==> src/sv/jsu_pkg.sv <==
`timescale 1ns / 1ps
// ----------------------------------------------------------------------------
// jsu_pkg
// Shared types, codes and helper functions for the JSON string unescaper.
// ----------------------------------------------------------------------------
package jsu_pkg;

  // Field widths of the two channels
  localparam int unsigned ByteW   = 8;
  localparam int unsigned WordW   = 32;
  localparam int unsigned CountW  = 3;
  localparam int unsigned StatusW = 2;
  localparam int unsigned ErrW    = 3;

  // Code point width (up to U+10FFFF)
  localparam int unsigned CpW = 21;

  // Character codes
  localparam logic [ByteW-1:0] ChQuote     = 8'h22;
  localparam logic [ByteW-1:0] ChBackslash = 8'h5C;
  localparam logic [ByteW-1:0] ChSlash     = 8'h2F;
  localparam logic [ByteW-1:0] ChLowB      = 8'h62;
  localparam logic [ByteW-1:0] ChLowF      = 8'h66;
  localparam logic [ByteW-1:0] ChLowN      = 8'h6E;
  localparam logic [ByteW-1:0] ChLowR      = 8'h72;
  localparam logic [ByteW-1:0] ChLowT      = 8'h74;
  localparam logic [ByteW-1:0] ChLowU      = 8'h75;
  localparam logic [ByteW-1:0] ChSpace     = 8'h20;

  // Decoder phase
  typedef enum logic [3:0] {
    PH_WAIT    = 4'd0,
    PH_BODY    = 4'd1,
    PH_ESC     = 4'd2,
    PH_HEX_A0  = 4'd3,
    PH_HEX_A1  = 4'd4,
    PH_HEX_A2  = 4'd5,
    PH_HEX_A3  = 4'd6,
    PH_PAIR_BS = 4'd7,
    PH_PAIR_U  = 4'd8,
    PH_HEX_B0  = 4'd9,
    PH_HEX_B1  = 4'd10,
    PH_HEX_B2  = 4'd11,
    PH_HEX_B3  = 4'd12
  } phase_e;

  // Result status
  typedef enum logic [StatusW-1:0] {
    ST_MORE  = 2'd0,
    ST_DONE  = 2'd1,
    ST_ERROR = 2'd2
  } status_e;

  // Error codes
  typedef enum logic [ErrW-1:0] {
    ERR_UNTERMINATED = 3'd0,
    ERR_CONTROL      = 3'd1,
    ERR_TRUNC_ESC    = 3'd2,
    ERR_BAD_ESC      = 3'd3,
    ERR_TRUNC_HEX    = 3'd4,
    ERR_BAD_HEX      = 3'd5,
    ERR_UNPAIRED     = 3'd6,
    ERR_BAD_LOW      = 3'd7
  } err_e;

  // Encoded UTF-8 sequence
  typedef struct packed {
    logic [WordW-1:0]  bytes;
    logic [CountW-1:0] count;
  } utf8_t;

  // Hex digit value; bit 4 set means not a hex digit
  function automatic logic [4:0] hex_value(input logic [ByteW-1:0] c);
    logic [4:0] v;
    if (c >= 8'h30 && c <= 8'h39) begin
      v = {1'b0, 4'(c - 8'h30)};
    end else if (c >= 8'h61 && c <= 8'h66) begin
      v = {1'b0, 4'(c - 8'h57)};
    end else if (c >= 8'h41 && c <= 8'h46) begin
      v = {1'b0, 4'(c - 8'h37)};
    end else begin
      v = 5'h10;
    end
    return v;
  endfunction

  // Code point to UTF-8, first byte in the low bits
  function automatic utf8_t utf8_encode(input logic [CpW-1:0] cp);
    utf8_t r;
    if (cp <= 21'h7F) begin
      r.bytes = {25'd0, cp[6:0]};
      r.count = 3'd1;
    end else if (cp <= 21'h7FF) begin
      r.bytes = {16'd0, 2'b10, cp[5:0], 3'b110, cp[10:6]};
      r.count = 3'd2;
    end else if (cp <= 21'hFFFF) begin
      r.bytes = {8'd0, 2'b10, cp[5:0], 2'b10, cp[11:6], 4'b1110, cp[15:12]};
      r.count = 3'd3;
    end else begin
      r.bytes = {2'b10, cp[5:0], 2'b10, cp[11:6], 2'b10, cp[17:12],
                 5'b11110, cp[20:18]};
      r.count = 3'd4;
    end
    return r;
  endfunction

endpackage

==> src/sv/jsu_in_if.sv <==
`timescale 1ns / 1ps
// ----------------------------------------------------------------------------
// jsu_in_if
// Text byte channel: one byte of document text (or end of text) per beat.
// ----------------------------------------------------------------------------
interface jsu_in_if
  import jsu_pkg::*;
();
  logic             valid;
  logic             ready;
  logic [ByteW-1:0] text_byte;
  logic             end_of_text;

  modport source (output valid, output text_byte, output end_of_text, input ready);
  modport sink   (input valid, input text_byte, input end_of_text, output ready);
endinterface

==> src/sv/jsu_out_if.sv <==
`timescale 1ns / 1ps
// ----------------------------------------------------------------------------
// jsu_out_if
// Result channel: decoded UTF-8 bytes and status, one result per beat.
// ----------------------------------------------------------------------------
interface jsu_out_if
  import jsu_pkg::*;
();
  logic               valid;
  logic               ready;
  logic [WordW-1:0]   utf8_bytes;
  logic [CountW-1:0]  byte_count;
  logic [StatusW-1:0] status;
  logic [ErrW-1:0]    error_code;

  modport source (output valid, output utf8_bytes, output byte_count,
                  output status, output error_code, input ready);
  modport sink   (input valid, input utf8_bytes, input byte_count,
                  input status, input error_code, output ready);
endinterface

==> src/sv/json_string_unescape_utf8.sv <==
`timescale 1ns / 1ps
// An accepted text beat goes through the input register, then is decoded
//   into the result register.
// Throughput: one text byte per cycle unless result_o stalls.
// Reset (rst_ni low, asynchronous): both registers empty, decoder waiting for
//   an opening quote, hex accumulator and high surrogate cleared.
// ----------------------------------------------------------------------------
// json_string_unescape_utf8
// Decodes a JSON string literal byte stream into UTF-8, one result per byte.
// ----------------------------------------------------------------------------
module json_string_unescape_utf8
  import jsu_pkg::*;
(
  input  logic      clk_i,
  input  logic      rst_ni,
  jsu_in_if.sink    text_i,
  jsu_out_if.source result_o
);

  // Input register
  logic             in_valid_q;
  logic [ByteW-1:0] in_byte_q;
  logic             in_eot_q;

  // Decode state
  phase_e      phase_q, phase_d;
  logic [15:0] hex_acc_q, hex_acc_d;
  logic [9:0]  high_sur_q, high_sur_d;

  // Result register
  logic               out_valid_q;
  logic [WordW-1:0]   bytes_q, bytes_d;
  logic [CountW-1:0]  count_q, count_d;
  status_e            status_q, status_d;
  err_e               err_q, err_d;

  logic advance;
  logic in_ready;

  // Pipeline control: result register frees when taken or empty
  assign advance  = !out_valid_q || result_o.ready;
  assign in_ready = !in_valid_q || advance;
  assign text_i.ready = in_ready;

  always_ff @(posedge clk_i or negedge rst_ni) begin
    if (!rst_ni) begin
      in_valid_q <= 1'b0;
    end else if (in_ready) begin
      in_valid_q <= text_i.valid;
    end
  end

  always_ff @(posedge clk_i) begin
    if (in_ready && text_i.valid) begin
      in_byte_q <= text_i.text_byte;
      in_eot_q  <= text_i.end_of_text;
    end
  end

  // Decode of the registered byte
  logic [4:0]     digit;
  logic [15:0]    unit;
  logic [CpW-1:0] pair_cp;
  utf8_t          enc_unit;
  utf8_t          enc_pair;
  logic           hex_last;
  logic           hex_second;

  assign digit      = hex_value(in_byte_q);
  assign unit       = {hex_acc_q[11:0], digit[3:0]};
  assign pair_cp    = {11'(high_sur_q) + 11'h40, unit[9:0]};
  assign enc_unit   = utf8_encode(CpW'(unit));
  assign enc_pair   = utf8_encode(pair_cp);
  assign hex_last   = (phase_q == PH_HEX_A3) || (phase_q == PH_HEX_B3);
  assign hex_second = (phase_q == PH_HEX_B0) || (phase_q == PH_HEX_B1) ||
                      (phase_q == PH_HEX_B2) || (phase_q == PH_HEX_B3);

  always_comb begin
    phase_d    = phase_q;
    hex_acc_d  = hex_acc_q;
    high_sur_d = high_sur_q;
    bytes_d    = '0;
    count_d    = '0;
    status_d   = ST_MORE;
    err_d      = ERR_UNTERMINATED;

    case (phase_q)
      PH_WAIT: begin
        // first byte is taken as the opening quote
        if (!in_eot_q) begin
          phase_d = PH_BODY;
        end
      end

      PH_BODY: begin
        if (in_eot_q) begin
          status_d = ST_ERROR;
          err_d    = ERR_UNTERMINATED;
          phase_d  = PH_WAIT;
        end else if (in_byte_q == ChQuote) begin
          status_d = ST_DONE;
          phase_d  = PH_WAIT;
        end else if (in_byte_q < ChSpace) begin
          status_d = ST_ERROR;
          err_d    = ERR_CONTROL;
          phase_d  = PH_WAIT;
        end else if (in_byte_q == ChBackslash) begin
          phase_d = PH_ESC;
        end else begin
          bytes_d = WordW'(in_byte_q);
          count_d = 3'd1;
        end
      end

      PH_ESC: begin
        phase_d = PH_BODY;
        count_d = 3'd1;
        if (in_eot_q) begin
          status_d = ST_ERROR;
          err_d    = ERR_TRUNC_ESC;
          count_d  = '0;
          phase_d  = PH_WAIT;
        end else begin
          case (in_byte_q)
            ChQuote, ChBackslash, ChSlash: bytes_d = WordW'(in_byte_q);
            ChLowB: bytes_d = WordW'(8'h08);
            ChLowF: bytes_d = WordW'(8'h0C);
            ChLowN: bytes_d = WordW'(8'h0A);
            ChLowR: bytes_d = WordW'(8'h0D);
            ChLowT: bytes_d = WordW'(8'h09);
            ChLowU: begin
              count_d   = '0;
              hex_acc_d = '0;
              phase_d   = PH_HEX_A0;
            end
            default: begin
              status_d = ST_ERROR;
              err_d    = ERR_BAD_ESC;
              count_d  = '0;
              phase_d  = PH_WAIT;
            end
          endcase
        end
      end

      PH_PAIR_BS: begin
        if (in_eot_q || in_byte_q != ChBackslash) begin
          status_d = ST_ERROR;
          err_d    = ERR_UNPAIRED;
          phase_d  = PH_WAIT;
        end else begin
          phase_d = PH_PAIR_U;
        end
      end

      PH_PAIR_U: begin
        if (in_eot_q || in_byte_q != ChLowU) begin
          status_d = ST_ERROR;
          err_d    = ERR_UNPAIRED;
          phase_d  = PH_WAIT;
        end else begin
          hex_acc_d = '0;
          phase_d   = PH_HEX_B0;
        end
      end

      PH_HEX_A0, PH_HEX_A1, PH_HEX_A2, PH_HEX_A3,
      PH_HEX_B0, PH_HEX_B1, PH_HEX_B2, PH_HEX_B3: begin
        if (in_eot_q) begin
          status_d = ST_ERROR;
          err_d    = ERR_TRUNC_HEX;
          phase_d  = PH_WAIT;
        end else if (digit[4]) begin
          status_d = ST_ERROR;
          err_d    = ERR_BAD_HEX;
          phase_d  = PH_WAIT;
        end else if (!hex_last) begin
          hex_acc_d = unit;
          phase_d   = phase_e'(4'(phase_q) + 4'd1);
        end else if (!hex_second) begin
          // first unit complete
          hex_acc_d = '0;
          if (unit[15:10] == 6'b110110) begin
            high_sur_d = unit[9:0];
            phase_d    = PH_PAIR_BS;
          end else if (unit[15:10] == 6'b110111) begin
            status_d = ST_ERROR;
            err_d    = ERR_UNPAIRED;
            phase_d  = PH_WAIT;
          end else begin
            bytes_d = enc_unit.bytes;
            count_d = enc_unit.count;
            phase_d = PH_BODY;
          end
        end else begin
          // low surrogate unit complete
          hex_acc_d = '0;
          if (unit[15:10] != 6'b110111) begin
            status_d = ST_ERROR;
            err_d    = ERR_BAD_LOW;
            phase_d  = PH_WAIT;
          end else begin
            bytes_d    = enc_pair.bytes;
            count_d    = enc_pair.count;
            high_sur_d = '0;
            phase_d    = PH_BODY;
          end
        end
      end

      default: begin
        phase_d = PH_WAIT;
      end
    endcase

    // returning to wait clears the scratch state
    if (phase_d == PH_WAIT) begin
      hex_acc_d  = '0;
      high_sur_d = '0;
    end
  end

  // State and result valid update on each decoded beat
  always_ff @(posedge clk_i or negedge rst_ni) begin
    if (!rst_ni) begin
      phase_q     <= PH_WAIT;
      hex_acc_q   <= '0;
      high_sur_q  <= '0;
      out_valid_q <= 1'b0;
    end else if (advance) begin
      out_valid_q <= in_valid_q;
      if (in_valid_q) begin
        phase_q    <= phase_d;
        hex_acc_q  <= hex_acc_d;
        high_sur_q <= high_sur_d;
      end
    end
  end

  always_ff @(posedge clk_i) begin
    if (advance && in_valid_q) begin
      bytes_q  <= bytes_d;
      count_q  <= count_d;
      status_q <= status_d;
      err_q    <= err_d;
    end
  end

  assign result_o.valid      = out_valid_q;
  assign result_o.utf8_bytes = bytes_q;
  assign result_o.byte_count = count_q;
  assign result_o.status     = status_q;
  assign result_o.error_code = err_q;

  // Checks
  a_err_code_only_on_error: assert property (
    @(posedge clk_i) disable iff (!rst_ni)
    (out_valid_q && status_q != ST_ERROR) |-> (err_q == ERR_UNTERMINATED)
  ) else $error("error code set without error status");

  a_no_bytes_on_end: assert property (
    @(posedge clk_i) disable iff (!rst_ni)
    (out_valid_q && status_q != ST_MORE) |-> (count_q == '0 && bytes_q == '0)
  ) else $error("bytes emitted with completion or error");

  a_stall_only_when_full: assert property (
    @(posedge clk_i) disable iff (!rst_ni)
    !in_ready |-> (in_valid_q && out_valid_q && !result_o.ready)
  ) else $error("input stalled while pipeline can move");

  a_wait_clears_scratch: assert property (
    @(posedge clk_i) disable iff (!rst_ni)
    (phase_q == PH_WAIT) |-> (hex_acc_q == '0 && high_sur_q == '0)
  ) else $error("scratch state not cleared while waiting");

endmodule

==> src/flat_wrapper.sv <==
// flat-port wrapper written by rule: the top's interface ports become plain ports
module json_string_unescape_utf8_flat import jsu_pkg::*;
  (clk_i, rst_ni, text_i_valid, text_i_text_byte, text_i_end_of_text, text_i_ready, result_o_valid, result_o_utf8_bytes, result_o_byte_count, result_o_status, result_o_error_code, result_o_ready);
  jsu_in_if text_i_i ();
  jsu_out_if result_o_i ();
  input  logic clk_i;
  input  logic rst_ni;
  input wire logic [$bits(text_i_i.valid)-1:0] text_i_valid;
  input wire logic [$bits(text_i_i.text_byte)-1:0] text_i_text_byte;
  input wire logic [$bits(text_i_i.end_of_text)-1:0] text_i_end_of_text;
  output wire logic [$bits(text_i_i.ready)-1:0] text_i_ready;
  output wire logic [$bits(result_o_i.valid)-1:0] result_o_valid;
  output wire logic [$bits(result_o_i.utf8_bytes)-1:0] result_o_utf8_bytes;
  output wire logic [$bits(result_o_i.byte_count)-1:0] result_o_byte_count;
  output wire logic [$bits(result_o_i.status)-1:0] result_o_status;
  output wire logic [$bits(result_o_i.error_code)-1:0] result_o_error_code;
  input wire logic [$bits(result_o_i.ready)-1:0] result_o_ready;
  assign text_i_i.valid = text_i_valid;
  assign text_i_i.text_byte = text_i_text_byte;
  assign text_i_i.end_of_text = text_i_end_of_text;
  assign text_i_ready = text_i_i.ready;
  assign result_o_valid = result_o_i.valid;
  assign result_o_utf8_bytes = result_o_i.utf8_bytes;
  assign result_o_byte_count = result_o_i.byte_count;
  assign result_o_status = result_o_i.status;
  assign result_o_error_code = result_o_i.error_code;
  assign result_o_i.ready = result_o_ready;
  json_string_unescape_utf8 u_core (.clk_i(clk_i), .rst_ni(rst_ni), .text_i(text_i_i), .result_o(result_o_i));
endmodule
==> config.mk <==
export PLATFORM = sky130hd
export DESIGN_NAME = json_string_unescape_utf8_flat
export DESIGN_NICKNAME = d
export VERILOG_FILES = /design/src/sv/jsu_pkg.sv /design/src/sv/jsu_in_if.sv /design/src/sv/jsu_out_if.sv /design/src/sv/json_string_unescape_utf8.sv /design/src/flat_wrapper.sv
export SDC_FILE = /design/constraint.sdc
export NUM_CORES = 1
export LEC_CHECK = 0
export BUFFER_PORTS_ARGS = -buffer_cell sky130_fd_sc_hd__buf_2
export CAP_MARGIN = 10
export CORE_ASPECT_RATIO = 0.5
export CORE_MARGIN = 3
export CORE_UTILIZATION = 55
export CTS_BUF_LIST = sky130_fd_sc_hd__clkbuf_2 sky130_fd_sc_hd__clkbuf_4 sky130_fd_sc_hd__clkbuf_8
export DETAILED_ROUTE_END_ITERATION = 10
export PLACE_DENSITY = 0.79
export SETUP_SLACK_MARGIN = 0.05
export SLEW_MARGIN = 20
export SYNTH_ARGS = -nofsm -noshare
export SYNTH_HDL_FRONTEND = slang
export SYNTH_SLANG_ARGS = --single-unit
==> constraint.sdc <==
create_clock -name clk_i -period 3.8 [get_ports clk_i]
set_input_delay 0.76 -clock clk_i [delete_from_list [all_inputs] [get_ports clk_i]]
set_output_delay 0.76 -clock clk_i [all_outputs]
set_load 0.01 [all_outputs]
==> flow_metrics.env <==
export IMPL_grt_max_degree=31
export IMPL_crit_fanout=12
export IMPL_drv_slew=0
export IMPL_placedCellCount=645
export IMPL_fin_skew_ns=0.01583
export IMPL_num_rows=23
export IMPL_grt_overflow_total=0
export IMPL_antenna_left=0
export IMPL_use_met2=0.3550
export IMPL_tightest_slew_ns=0.7564
export IMPL_synthFlopType="edfxtp_1"
export IMPL_hold_path_class="in2async"
export IMPL_power_density_nw_per_um2=351.0
export IMPL_slew_headroom=0.4923
export IMPL_cts_sinks=73
export IMPL_ir_worst_vdd_uv=262.9
export IMPL_rsz0062_at_grt="true"
export IMPL_clk_pin_slew_worst_paths_ns=0.09
export IMPL_initial_core_util=0.5754
export IMPL_endpoint_kind="register"
export IMPL_viasPerCell=6.446
export IMPL_grt_pass1_wl_microns=19870
export IMPL_grt_usage=0.2681
export IMPL_drv_cap=0
export IMPL_ys_seq_elements=73
export IMPL_layout_commonest_cell="buf_2"
export IMPL_grt_busiest_layer="met1"
export IMPL_die_area_sq_um=9730
export IMPL_port_buffers=51
export IMPL_hold_viol_final=0
export IMPL_setup_viol=0
export IMPL_layout_common_cells="buf_2, edfxtp_1, nor2_1"
export IMPL_cts_max_level=3
export IMPL_synth_edf_count=45
export IMPL_drt_iter0_drc=714
export IMPL_clock_latency_ns=0.38
export IMPL_nFillCells=637
export IMPL_ys_types=76
export IMPL_die_w_microns=136.5
export IMPL_nNetsFinal=568
export IMPL_die_h_microns=71.27
export IMPL_drc_errors=0
export IMPL_clock_root_buffer="clkbuf_8"
export IMPL_wl_per_cell_microns=18.86
export IMPL_setup_tns_ns=0
export IMPL_use_met3=0.08135
export IMPL_cts_buffers=9
export IMPL_ys_warn_count=0
export IMPL_cp_required_ns=4.10
export IMPL_start_kind="register"
export IMPL_routed_wl_microns=12490
export IMPL_period_minus_slack_ns=3.572
export IMPL_synth_cells=492
export IMPL_yosysSeqAreaShare=0.4379
export IMPL_syn_area_sq_um=4686
export IMPL_status="completed"
export IMPL_period_share=0.9401
export IMPL_use_met1=0.4130
export IMPL_worstPathArrival_ns=3.88
export IMPL_drtPass1Iterations=6
export IMPL_routed_via_count=4267
export IMPL_core_area_sq_um=8144
export IMPL_async_flop_share=0.3836
export IMPL_p_leak_nw=2.115
export IMPL_ios=55
export IMPL_area_growth_pct=13.19
export IMPL_critPathKind="reg2reg"
export IMPL_cts_max_path_buffers=2
export IMPL_avgSynthCellArea_sq_um=9.524
export IMPL_fmax_mhz=279.9
export IMPL_diodes=0
export IMPL_cts_tree="yes"
export IMPL_grt_antenna_before_repair=0
export IMPL_setup_ws_ns=0.2276
export IMPL_drive_above_1_share=0.2036
export IMPL_place_congestion=1.020
export IMPL_grt_pass1_vias=3758
export IMPL_dp_hpwl_microns=8783
export IMPL_stdcell_count=662
export IMPL_dp_slack_ns=0.1518
[final timing paths]
| path | cells past startpoint | to | from | slack, ns |
|---|---|---|---|---|
| max | 10 | u_core.hex_acc_q[9]$_DFFE_PN0P_ | u_core.in_byte_q[0]$_DFFE_PP_ | 0.23 |
| min | 1 | u_core.high_sur_q[4]$_DFFE_PN0P_ | rst_ni | 0.39 |
| max reg2reg | 10 | u_core.hex_acc_q[9]$_DFFE_PN0P_ | u_core.in_byte_q[0]$_DFFE_PP_ | 0.23 |
| min reg2reg | 1 | u_core.result_o.valid$_DFFE_PN0P_ | u_core.in_valid_q$_DFFE_PN0N_ | 0.50 |
| max in group asynchronous | 1 | u_core.in_valid_q$_DFFE_PN0N_ | rst_ni | 3.00 |
| min in group clk_i | 1 | u_core.result_o.valid$_DFFE_PN0P_ | u_core.in_valid_q$_DFFE_PN0N_ | 0.50 |
[cell type report]
| class | instances | area, sq um | share of cell area |
|---|---|---|---|
| Multi-Input combinational cell | 372 | 2437 | 0.4595 |
| Sequential cell | 73 | 2052 | 0.3869 |
| Clock buffer | 11 | 145.1 | 0.02736 |
| Tap cell | 112 | 140.1 | 0.02642 |
| Timing Repair Buffer | 71 | 405.4 | 0.07643 |
| Clock inverter | 5 | 56.30 | 0.01062 |
| Inverter | 18 | 67.56 | 0.01274 |
[through the flow]
stage                     utilization  hold WS [ns]  area, sq um  total power, W
after global routing           0.6513        0.4319         5304        0.001960
after CTS                      0.6494        0.4166         5289        0.001866
after floorplan                     -        0.4572         4693        0.001145
after global placement         0.6247        0.4836         5087        0.001247
after detailed placement       0.6247        0.4944         5087        0.001247
final                          0.6513        0.3941         5304        0.001862
[flip-flops by register name (all words and copies together) (netlist names)]
signal                      flops
u_core.result_o.utf8_bytes     29
u_core.phase_q                  4
u_core.result_o.valid           1
u_core.hex_acc_q               12
u_core.result_o.status          2
u_core.result_o.byte_count      2
u_core.in_valid_q               1
u_core.result_o.error_code      3
u_core.high_sur_q              10
u_core.in_eot_q                 1
u_core.in_byte_q                8
[worst max-delay path, cell delays in order (launching register included)]
cell and delay, ns:
edfxtp_1 0.40, inv_1 0.10, ha_1 0.19, nand2_2 0.07, a2111oi_1 0.61, a21oi_1 0.19
nor3_1 0.48, a21boi_0 0.26, and4b_1 0.32, o21ai_1 0.62, a22o_1 0.25
[synth_stat cells (5+ instances only)]
library cell	number	share of area
nand2b_1	13	0.017
nand3_1	17	0.018
a21boi_0	5	0.0080
or2_2	7	0.0093
a211oi_1	7	0.011
a21oi_1	38	0.041
o21ai_0	21	0.022
mux2_2	5	0.012
inv_1	17	0.014
nor3_1	12	0.013
nand2_1	39	0.031
clkbuf_1	18	0.014
dfrtp_1	28	0.15
o2bb2ai_1	7	0.013
and3_1	7	0.0093
a22o_1	24	0.045
a221oi_1	7	0.013
and2_1	6	0.0080
edfxtp_1	45	0.29
nor2_1	43	0.034
or3_1	5	0.0067
buf_4	6	0.0096
o21ai_1	5	0.0053
ha_1	10	0.027
[logic make-up (layout without fill, tap and decap cells)]
group / count (synthesis) / count (layout) / synth area share
xor gates and xnor gates: 6 / 6 / 0.01122
AOI/OAI and AO/OA: 163 / 163 / 0.2526
buffers and inverters: 49 / 105 / 0.04512
and+or+nand+nor: 178 / 178 / 0.1971
adders and majority gates: 10 / 10 / 0.02670
DFF: 73 / 73 / 0.4379
muxes: 12 / 12 / 0.02857
other: 1 / 3 / 0.0008003
[timing repair]
item,4_1_cts,5_1_grt
endpoints found under the setup margin,0,42
hold buffers,0,0
gates resized for setup,0,2
setup buffers,0,1
[metal layers]
metal | routed length (microns) | vias up | share of wire
met2 | 5119 | 274 | 0.41
met5 | 0 | - | 0
met3 | 1396 | 38 | 0.11
li1 | - | 1980 | -
met4 | 317 | 0 | 0.025
met1 | 5655 | 1975 | 0.45
[where the power goes]
| group | internal, W | switching [W] | leakage [nW] |
|---|---|---|---|
| sequential | 0.000894 | 0.0000261 | 0.831 |
| combinational | 0.000116 | 0.000200 | 1.18 |
| clock | 0.000327 | 0.000298 | 0.103 |
Note: power is estimated with default switching activity, not from simulation.
